### config.mk
export PLATFORM = sky130hd
export DESIGN_NAME = mkfc_ram
export DESIGN_NICKNAME = d
export VERILOG_FILES = /design/src/hw/rtl/mkfc_ram.sv
export SDC_FILE = /design/constraint.sdc
export NUM_CORES = 1
export LEC_CHECK = 0
export ABC_AREA = 0
export BUFFER_PORTS_ARGS = -buffer_cell sky130_fd_sc_hd__clkbuf_2
export CORE_UTILIZATION = 35
export CTS_CLUSTER_DIAMETER = 30
export CTS_CLUSTER_SIZE = 12
export DETAILED_ROUTE_END_ITERATION = 10
export PLACE_DENSITY_LB_ADDON = 0.1
export REMOVE_ABC_BUFFERS = 1
export SYNTH_ARGS = -nofsm -noshare
export SYNTH_HDL_FRONTEND = slang
export SYNTH_SLANG_ARGS = --single-unit
### constraint.sdc
create_clock -name clk -period 2.1 [get_ports clk]
set_input_delay 0.105 -clock clk [delete_from_list [all_inputs] [get_ports clk]]
set_output_delay 0.105 -clock clk [all_outputs]
set_load 0.05 [all_outputs]
### src/hw/rtl/mkfc_ram.sv
module mkfc_ram #(
  parameter int WIDTH = 8,
  parameter int DEPTH = 16
) (
  input  logic                                       clk,
  input  logic                                       we,
  input  logic [(DEPTH > 1 ? $clog2(DEPTH) : 1)-1:0] waddr,
  input  logic [WIDTH-1:0]                           wdata,
  input  logic [(DEPTH > 1 ? $clog2(DEPTH) : 1)-1:0] raddr,
  output logic [WIDTH-1:0]                           rdata
);

  logic [WIDTH-1:0] mem [DEPTH];

  always_ff @(posedge clk) begin
    if (we) begin
      mem[waddr] <= wdata;
    end
    rdata <= mem[raddr];
  end

endmodule

==> flow_summary.ini <==
[outcome]
status = completed

[drt]
highest_layer = met4
vias_per_cell = 5.00
routedWlPerCell_um = 20.9
wl_met3_um = 411
drt_pass1_iterations = 4
totalWireLength_um = 9940
wirelength_met1_um = 4670
ant_nets = 0
drc = 0
first_iter_violations = 251
wl_met2_um = 4660
vias = 2375

[synth]
synth_top_area_frac = 0.747
yosys.area.top_type = edfxtp_1
synth_flop_cell = edfxtp_1
synth_edf_count = 128
synth_seq_cells = 136
seq_area_frac_synth = 0.778
synth_warnings = 0
ys_types = 19
yosys-top-cells-count = 128 x edfxtp_1, 18 x mux4_2, 16 x a22oi_1
avgSynthCellArea_um2 = 22.5
syn_area_mm2 = 0.00515
synthTopCellsByArea = edfxtp_1 75%, mux4_2 7.9%, mux4_1 7.1%
ys_async_sr_fraction = 0
syn_inst = 229
yosysMostFrequentCell = edfxtp_1

[floorplan]
rows = 43
die_y_um = 123
pin_count = 26
initial_core_util = 0.365
die_area_mm2 = 0.0152
die_w_um = 123
core_mm2 = 0.0141

[clocking]
cts_buffers = 17
cts_root_buf = clkbuf_16
htree_num_levels = 4
cts_num_sinks = 136
cts.repair.resized = 0
post_cts_buffers = 0
tritoncts = done
clk_pin_slew_worst_paths_ns = 0.05
cts_buffer_depth = 2
postCtsHoldBufs = 0
clk_latency_ns = 0.41

[sta]
finalSetupTns_ns = 0
setup_violations = 0
fmax_mhz = 771
fin_skew_ns = 0.00714
period_minus_slack_ns = 1.30
slew_headroom = 0.511
grt_setup_unrepaired = false
drv_slew = 0
hold_slack_ns = 0.112
hold_viol_final = 0
finalCritPeriodShare = 0.618
tightest_slew_ns = 0.730

[setup_path]
critPathMaxFanout = 1
path_buf_inv = 0
startpoint = mem[5][0]
cp_slowest_cell = mux4_1
path_cells = mux4_1, a22oi_1, nand2_1
path_delay_family = multiplexers
worstReg2RegStart = mem[5][0]
rrSetupSlack_ns = 0.80
cp-end-kind = register
slowest_delay_ns = 0.54
start_kind = register
critPathKind = register to register
rr_worst_depth = 3
cp_data_arrival_time_ns = 1.60
required_ns = 2.40
timing.rr.end = rdata[0]

[grt]
grt_pass1_wl_um = 15400
antenna_found_initial = 0
overflow = 0
grt_pass1_vias = 2519
grt_max_degree = 33
track_usage = 0.152

[layout]
insertedDiodeCount = 0
fill_cells = 1228
area_growth_syn_to_layout_pct = 19.2
drive_gt1_frac = 0.302
nets = 300
seqCellArea_mm2 = 0.00400
fin_cells = 475
fin_area_mm2 = 0.00613
final_util = 0.435
multiInputGateArea_mm2 = 0.00106

[job]
cap_violations = 0

[pwr]
power_density_mw_per_mm2 = 996
peakVddDrop_mv = 0.554
p_leak_uw = 0.00208

[hold_path]
hold_path.class = input port to register
holdPathStages = 1
hp-start = wdata[0]
worst_hold_path.endpoint = mem[13][0]

[place]
place_inst = 443
portBuffers = 25
gp_congestion = 0.665
postPlaceCellArea_mm2 = 0.00558
hpwl_um = 6280
## stage by stage
| step | total power (uW) | worst slack [ns] |
|---|---|---|
| 5_1_grt | 6340 | 0.658 |
| 3_3_place_gp | 3460 | 0.529 |
| 4_1_cts | 6190 | 0.777 |
| 3_5_place_dp | 3460 | 0.535 |
| 6_report | 6110 | 0.803 |
| 2_1_floorplan | 3290 | 0.502 |
## final cells by class
class,instances,area share
multi-input cells,83,0.172
flip-flops and latches,136,0.653
repair buffers,44,0.0477
well taps,180,0.0367
clock inverters,2,0.00163
clock buffers,30,0.0887
## cells in the final DEF (no fill, tap or decap), drive strengths merged
cell type and n:
edfxtp 128, clkbuf 55, mux4 32, buf 19, a22oi 16, nor2 13, nand2 9, dfxtp 8
nor3 4, nand3b 2, nand2b 2, clkinv 2, nor2b 1, and2 1, and2b 1, nand3 1
or3b 1
## routing by layer
metal / up-vias / global-route usage
li1: 1082 / -
met1: 1226 / 0.206
met2: 52 / 0.222
met3: 15 / 0.0457
met4: 0 / 0.0776
met5: - / 0
## sequential cells by signal, indices dropped and copies added, names as in the netlist
signal / cells
mem: 128
rdata: 8
## kinds of logic (layout without fill, tap and decap cells)
family	after synthesis	in the layout	synth area share
buffers and inverters	10	76	0.0168
DFF	136	136	0.778
muxes	32	32	0.150
AOI/OAI and AO/OA	16	16	0.0233
and+or+nand+nor	35	35	0.0318
## worst max path at each step
| stage | endpoint | slack, ns | cells after the start |
|---|---|---|---|
| floorplan | mem[0][0] | 0.50 | 2 |
| global placement | rdata[1] | 0.53 | 5 |
| detailed placement | rdata[0] | 0.53 | 5 |
| CTS | rdata[0] | 0.78 | 3 |
| global route | rdata[0] | 0.66 | 3 |
| finish | rdata[0] | 0.80 | 3 |
## power by group
group	internal, uW	switching (uW)
Clock	1730	989
Combinational	121	215
Sequential	3040	19.7
Note: power is estimated with default switching activity, not from simulation.
