$ cat src/hw/rtl/mkfc_pkg.sv
package mkfc_pkg;

  localparam int HASH_W   = 30;
  localparam int COUNT_W  = 17;
  localparam int LETTER_W = 5;
  localparam int EPOCH_W  = 8;
  localparam int ALPHABET = 26;

  localparam logic [LETTER_W-1:0] LAST_LETTER = 5'd25;

  localparam logic [HASH_W-1:0] P    = 30'd1000000007;
  localparam logic [HASH_W-1:0] INV  = 30'd129032259;
  localparam logic [HASH_W-1:0] BASE = 30'd31;
  // Barrett factor, floor(2^60 / P)
  localparam logic [31:0] MU = 32'((64'd1 << 60) / 64'd1000000007);

  localparam logic [COUNT_W-1:0] COUNT_CEIL = 17'h1FFFF;

  localparam logic REG_WINDOW_SIZE  = 1'b0;
  localparam logic REG_MAX_DISTINCT = 1'b1;

  typedef struct packed {
    logic              start;
    logic [HASH_W-1:0] a;
    logic [HASH_W-1:0] b;
  } mm_req_t;

  typedef struct packed {
    logic              done;
    logic [HASH_W-1:0] res;
  } mm_rsp_t;

endpackage

$ cat src/hw/rtl/mkfc_modmul.sv
// a * b mod P by Barrett reduction, at most one multiply per stage; registered stages pa, t, qp, r and res
module mkfc_modmul (
  input  logic              clk,
  input  logic              rst,
  input  mkfc_pkg::mm_req_t req,
  output mkfc_pkg::mm_rsp_t rsp
);

  logic [59:0] pa;
  logic [62:0] t;
  logic [31:0] qp;
  logic [31:0] r;
  logic [3:0]  stage_v;
  logic [31:0] p2;
  logic [31:0] p1;

  assign p1 = 32'(mkfc_pkg::P);
  assign p2 = 32'(mkfc_pkg::P) << 1;

  always_ff @(posedge clk) begin
    if (rst) begin
      stage_v  <= '0;
      rsp.done <= 1'b0;
    end else begin
      stage_v  <= {stage_v[2:0], req.start};
      rsp.done <= stage_v[3];
    end
    if (req.start) begin
      pa <= 60'(req.a) * 60'(req.b);
    end
    t  <= 63'(pa[59:29]) * 63'(mkfc_pkg::MU);
    qp <= 32'(64'(t[61:31]) * 64'(mkfc_pkg::P));
    r  <= pa[31:0] - qp;
    // estimate is short by at most two
    if (r >= p2) begin
      rsp.res <= 30'(r - p2);
    end else if (r >= p1) begin
      rsp.res <= 30'(r - p1);
    end else begin
      rsp.res <= 30'(r);
    end
  end

endmodule

$ cat config.mk
export PLATFORM = sky130hd
export DESIGN_NAME = mkfc_modmul
export DESIGN_NICKNAME = d
export VERILOG_FILES = /design/src/hw/rtl/mkfc_pkg.sv /design/src/hw/rtl/mkfc_modmul.sv
export SDC_FILE = /design/constraint.sdc
export NUM_CORES = 2
export LEC_CHECK = 0
export ABC_AREA = 1
export CAP_MARGIN = 5
export CELL_PAD_IN_SITES_DETAIL_PLACEMENT = 0
export CELL_PAD_IN_SITES_GLOBAL_PLACEMENT = 1
export CORE_MARGIN = 4
export CORE_UTILIZATION = 47
export DETAILED_ROUTE_END_ITERATION = 10
export DONT_BUFFER_PORTS = 1
export PLACE_DENSITY = 0.77
export SETUP_SLACK_MARGIN = 0.5
export SLEW_MARGIN = 20
export SYNTH_ARGS = -nofsm -noshare
export SYNTH_HDL_FRONTEND = slang
export SYNTH_SLANG_ARGS = --single-unit
$ cat constraint.sdc
create_clock -name clk -period 7.35 [get_ports clk]
set_clock_uncertainty 0.05 [all_clocks]
set_input_delay 1.8375 -clock clk [delete_from_list [all_inputs] [get_ports clk]]
set_output_delay 1.8375 -clock clk [all_outputs]
set_load 0.02 [all_outputs]
==> flow_summary.yaml <==
cells_and_area:
  utilization: 0.526
  register_area_um2: 4410
  nFillCells: 12700
  finalNonFillerCells: 9790
  drive_gt1_frac: 0.0948
  fin_nets: 10100
  area_growth_pct: 10.6
  multi_input_area_um2: 50900
critical_path:
  crit_path_start_kind: "input port"
  cp_top_family: "adder cells"
  crit_buf_inv: 9
  crit_fanout: 30
  reg2reg_slack_ns: 0.74
  critPathMaxStageDelay_ns: 0.55
  crit_top_cell: "fa_1"
  worst-setup-path-type: "in -> reg"
  cp-end-kind: "register"
  required_ns: 7.59
  cp_slowest_cell: "fa_1"
  crit_arrival_ns: 7.60
run:
  drv_cap: 0
yosys:
  synth-seq-area-share: 0.0703
  postSynthAreaPerCell_um2: 7.91
  yosys.area.top_type: "fa_1"
  synthTopCellsByArea: "fa_1, ha_1, inv_1, nand2_1, dfxtp_1"
  synth-edff-count: 60
  synth_nets: 10000
  ys_async_sr_fraction: 0
  synthDistinctLibCells: 48
  synth_area_um2: 62700
  ys_ff_latch: 190
  yosys.area.top_type_share: 0.391
  postSynthCellCount: 7930
  ys.flop_type: "dfxtp_1"
  synth_warnings: 0
floorplanning:
  dieArea_um2: 139000
  ioPinCount: 94
  rows: 133
  initial_core_util: 0.475
  fp.dieH_um: 373
  core_um2: 132000
  die_x_um: 373
sta:
  finalHoldViolations: 0
  period_share: 1.00
  tightest_slew_ns: 0.991
  max-slew-margin-rel: 0.339
  rsz0062_at_grt: "yes"
  min_period_ns: 7.36
  fmax_mhz: 136
  finalSetupViolations: 1
  drv_slew: 0
  fin_ws_ns: -0.00560
place:
  place_hpwl_um: 173000
  place_inst: 9726
  port-buffer-count: 0
  place_congestion: 0.947
drt:
  drc: 0
  wirelength_um: 203000
  vias: 50000
  antenna_left: 0
  post_drt_wl_per_cell_um: 20.7
  via_per_inst: 5.10
  drtIter0Drc: 2986
  first_pass_iters: 6
clock_tree:
  cts_tree: "built"
  cts.sinks: 190
  cts-buffers-inserted: 17
  holdBufCountCts: 0
  clk_pin_slew_ns: 0.09
  root_buffer: "clkbuf_16"
  ctsHtreeMaxLevel: 4
  clk_latency_ns: 0.53
  clockBufferDepth: 2
status:
  status: "finished with violations"
  violations: "negative setup slack"
global_routing:
  gr-total-overflow: 0
  antenna_found_initial: 0
  grt_pass1_wl_um: 316000
  grt_max_degree: 62
  grt_util_all_layers: 0.295
  first_global_vias: 53800
min_path:
  hold_class: "reg -> reg"
per-layer routing:
| metal | vias up | track usage | part of all wire | routed length, um |
|---|---|---|---|---|
| li1 | 23300 | - | - | - |
| met1 | 25100 | 0.379 | 0.42 | 84700 |
| met2 | 1330 | 0.519 | 0.50 | 101000 |
| met3 | 313 | 0.0332 | 0.048 | 9710 |
| met4 | 0 | 0.0972 | 0.038 | 7700 |
| met5 | - | 0 | 0 | 0 |
synth_stat cells, types with 3 or more instances:
master	instances
o21ai_0	171
o31ai_1	3
edfxtp_1	60
xor2_1	132
xnor2_1	27
inv_1	2380
nand3b_1	15
dfxtp_1	130
or2_2	4
o211ai_1	8
a21boi_0	8
o21a_1	10
o21ai_1	18
nor3_1	43
o21bai_1	26
clkbuf_1	182
nand2_1	1737
nor2_1	378
buf_6	4
ha_1	796
a31oi_1	23
a21oi_1	235
nand2b_1	3
nand3_2	4
buf_2	13
nor4_1	4
nor2_2	3
a21o_1	23
fa_1	1224
inv_2	6
nand3_1	196
buf_4	3
nand4_1	42
cell usage in the layout (no fill, tap or decap), types with 42 or more instances in the layout:
cell,count
a21oi_1,186
buf_4,227
dfxtp_1,125
edfxtp_1,60
fa_1,1183
ha_1,764
inv_1,2301
inv_2,80
nand2_1,1661
nand3_1,172
nand4_1,42
nor2_1,312
nor2_4,44
o21ai_0,132
xor2_1,120
cells by family (layout without fill, tap and decap cells):
family          count (synthesis)  in the layout  synth area share
simple gates                 2440           2440             0.156
other cells                     0              1                 0
fa+ha+maj                    2020           2020             0.550
buf+inv                      2589           2693             0.156
flops                         190            190            0.0703
xor+xnor                      159            159            0.0222
compound gates                532            532            0.0464
area by class of cell:
| class | count | area share |
|---|---|---|
| antenna | 1 | 0.0000361 |
| timing repair buffer | 274 | 0.0332 |
| multi-input combinational | 5151 | 0.733 |
| inverter | 2387 | 0.129 |
| clock inverter | 15 | 0.00283 |
| sequential | 190 | 0.0636 |
| tap | 1755 | 0.0317 |
| clock buffer | 17 | 0.00613 |
worst register-to-register path: stages, from the launching register on:
cell      delay (ns)
edfxtp_1        0.92
fa_1            0.61
fa_1            0.42
fa_1            0.47
fa_1            0.50
inv_1           0.06
fa_1            0.49
inv_1           0.06
fa_1            0.56
fa_1            0.42
ha_1            0.33
a21oi_1         0.12
o21ai_0         0.34
a21oi_1         0.21
o21ai_0         0.28
inv_1           0.07
nand2_1         0.15
xor2_1          0.41
metrics by stage:
| stage | hold WS [ns] | setup TNS (ns) | area [um2] | setup WS, ns |
|---|---|---|---|---|
| global route | 0.374 | -3.90 | 69400 | -0.178 |
| detailed placement | 0.346 | -25.42 | 66500 | -0.689 |
| CTS | 0.357 | 0 | 68400 | 0.0723 |
| global placement | 0.341 | -24.36 | 66500 | -0.660 |
| finish | 0.358 | -0.00560 | 69400 | -0.00560 |
| floorplan | 0.338 | -7.76 | 63700 | -0.278 |
sequential cells by signal, summed over array words and instances, names as in the netlist:
name	cells
t	31
stage_v	4
qp	32
pa	60
rsp	31
r	32
path summary, 6_finish.rpt:
path,depth (start not counted),to,from
worst min register to register,2,stage_v[1],stage_v[0]
worst min-delay path,2,stage_v[1],stage_v[0]
worst max register to register,17,t[36],pa[41]
worst max-delay path,28,pa[37],req[41]
timing repair:
item,in CTS,in global routing
endpoints found under the setup margin,46,50
buffers inserted,20,11
gates resized for setup,282,217
pin swaps,144,145
Power is not shown: default switching activity piles up to over one toggle a cycle in this logic, so the estimate is an artifact.
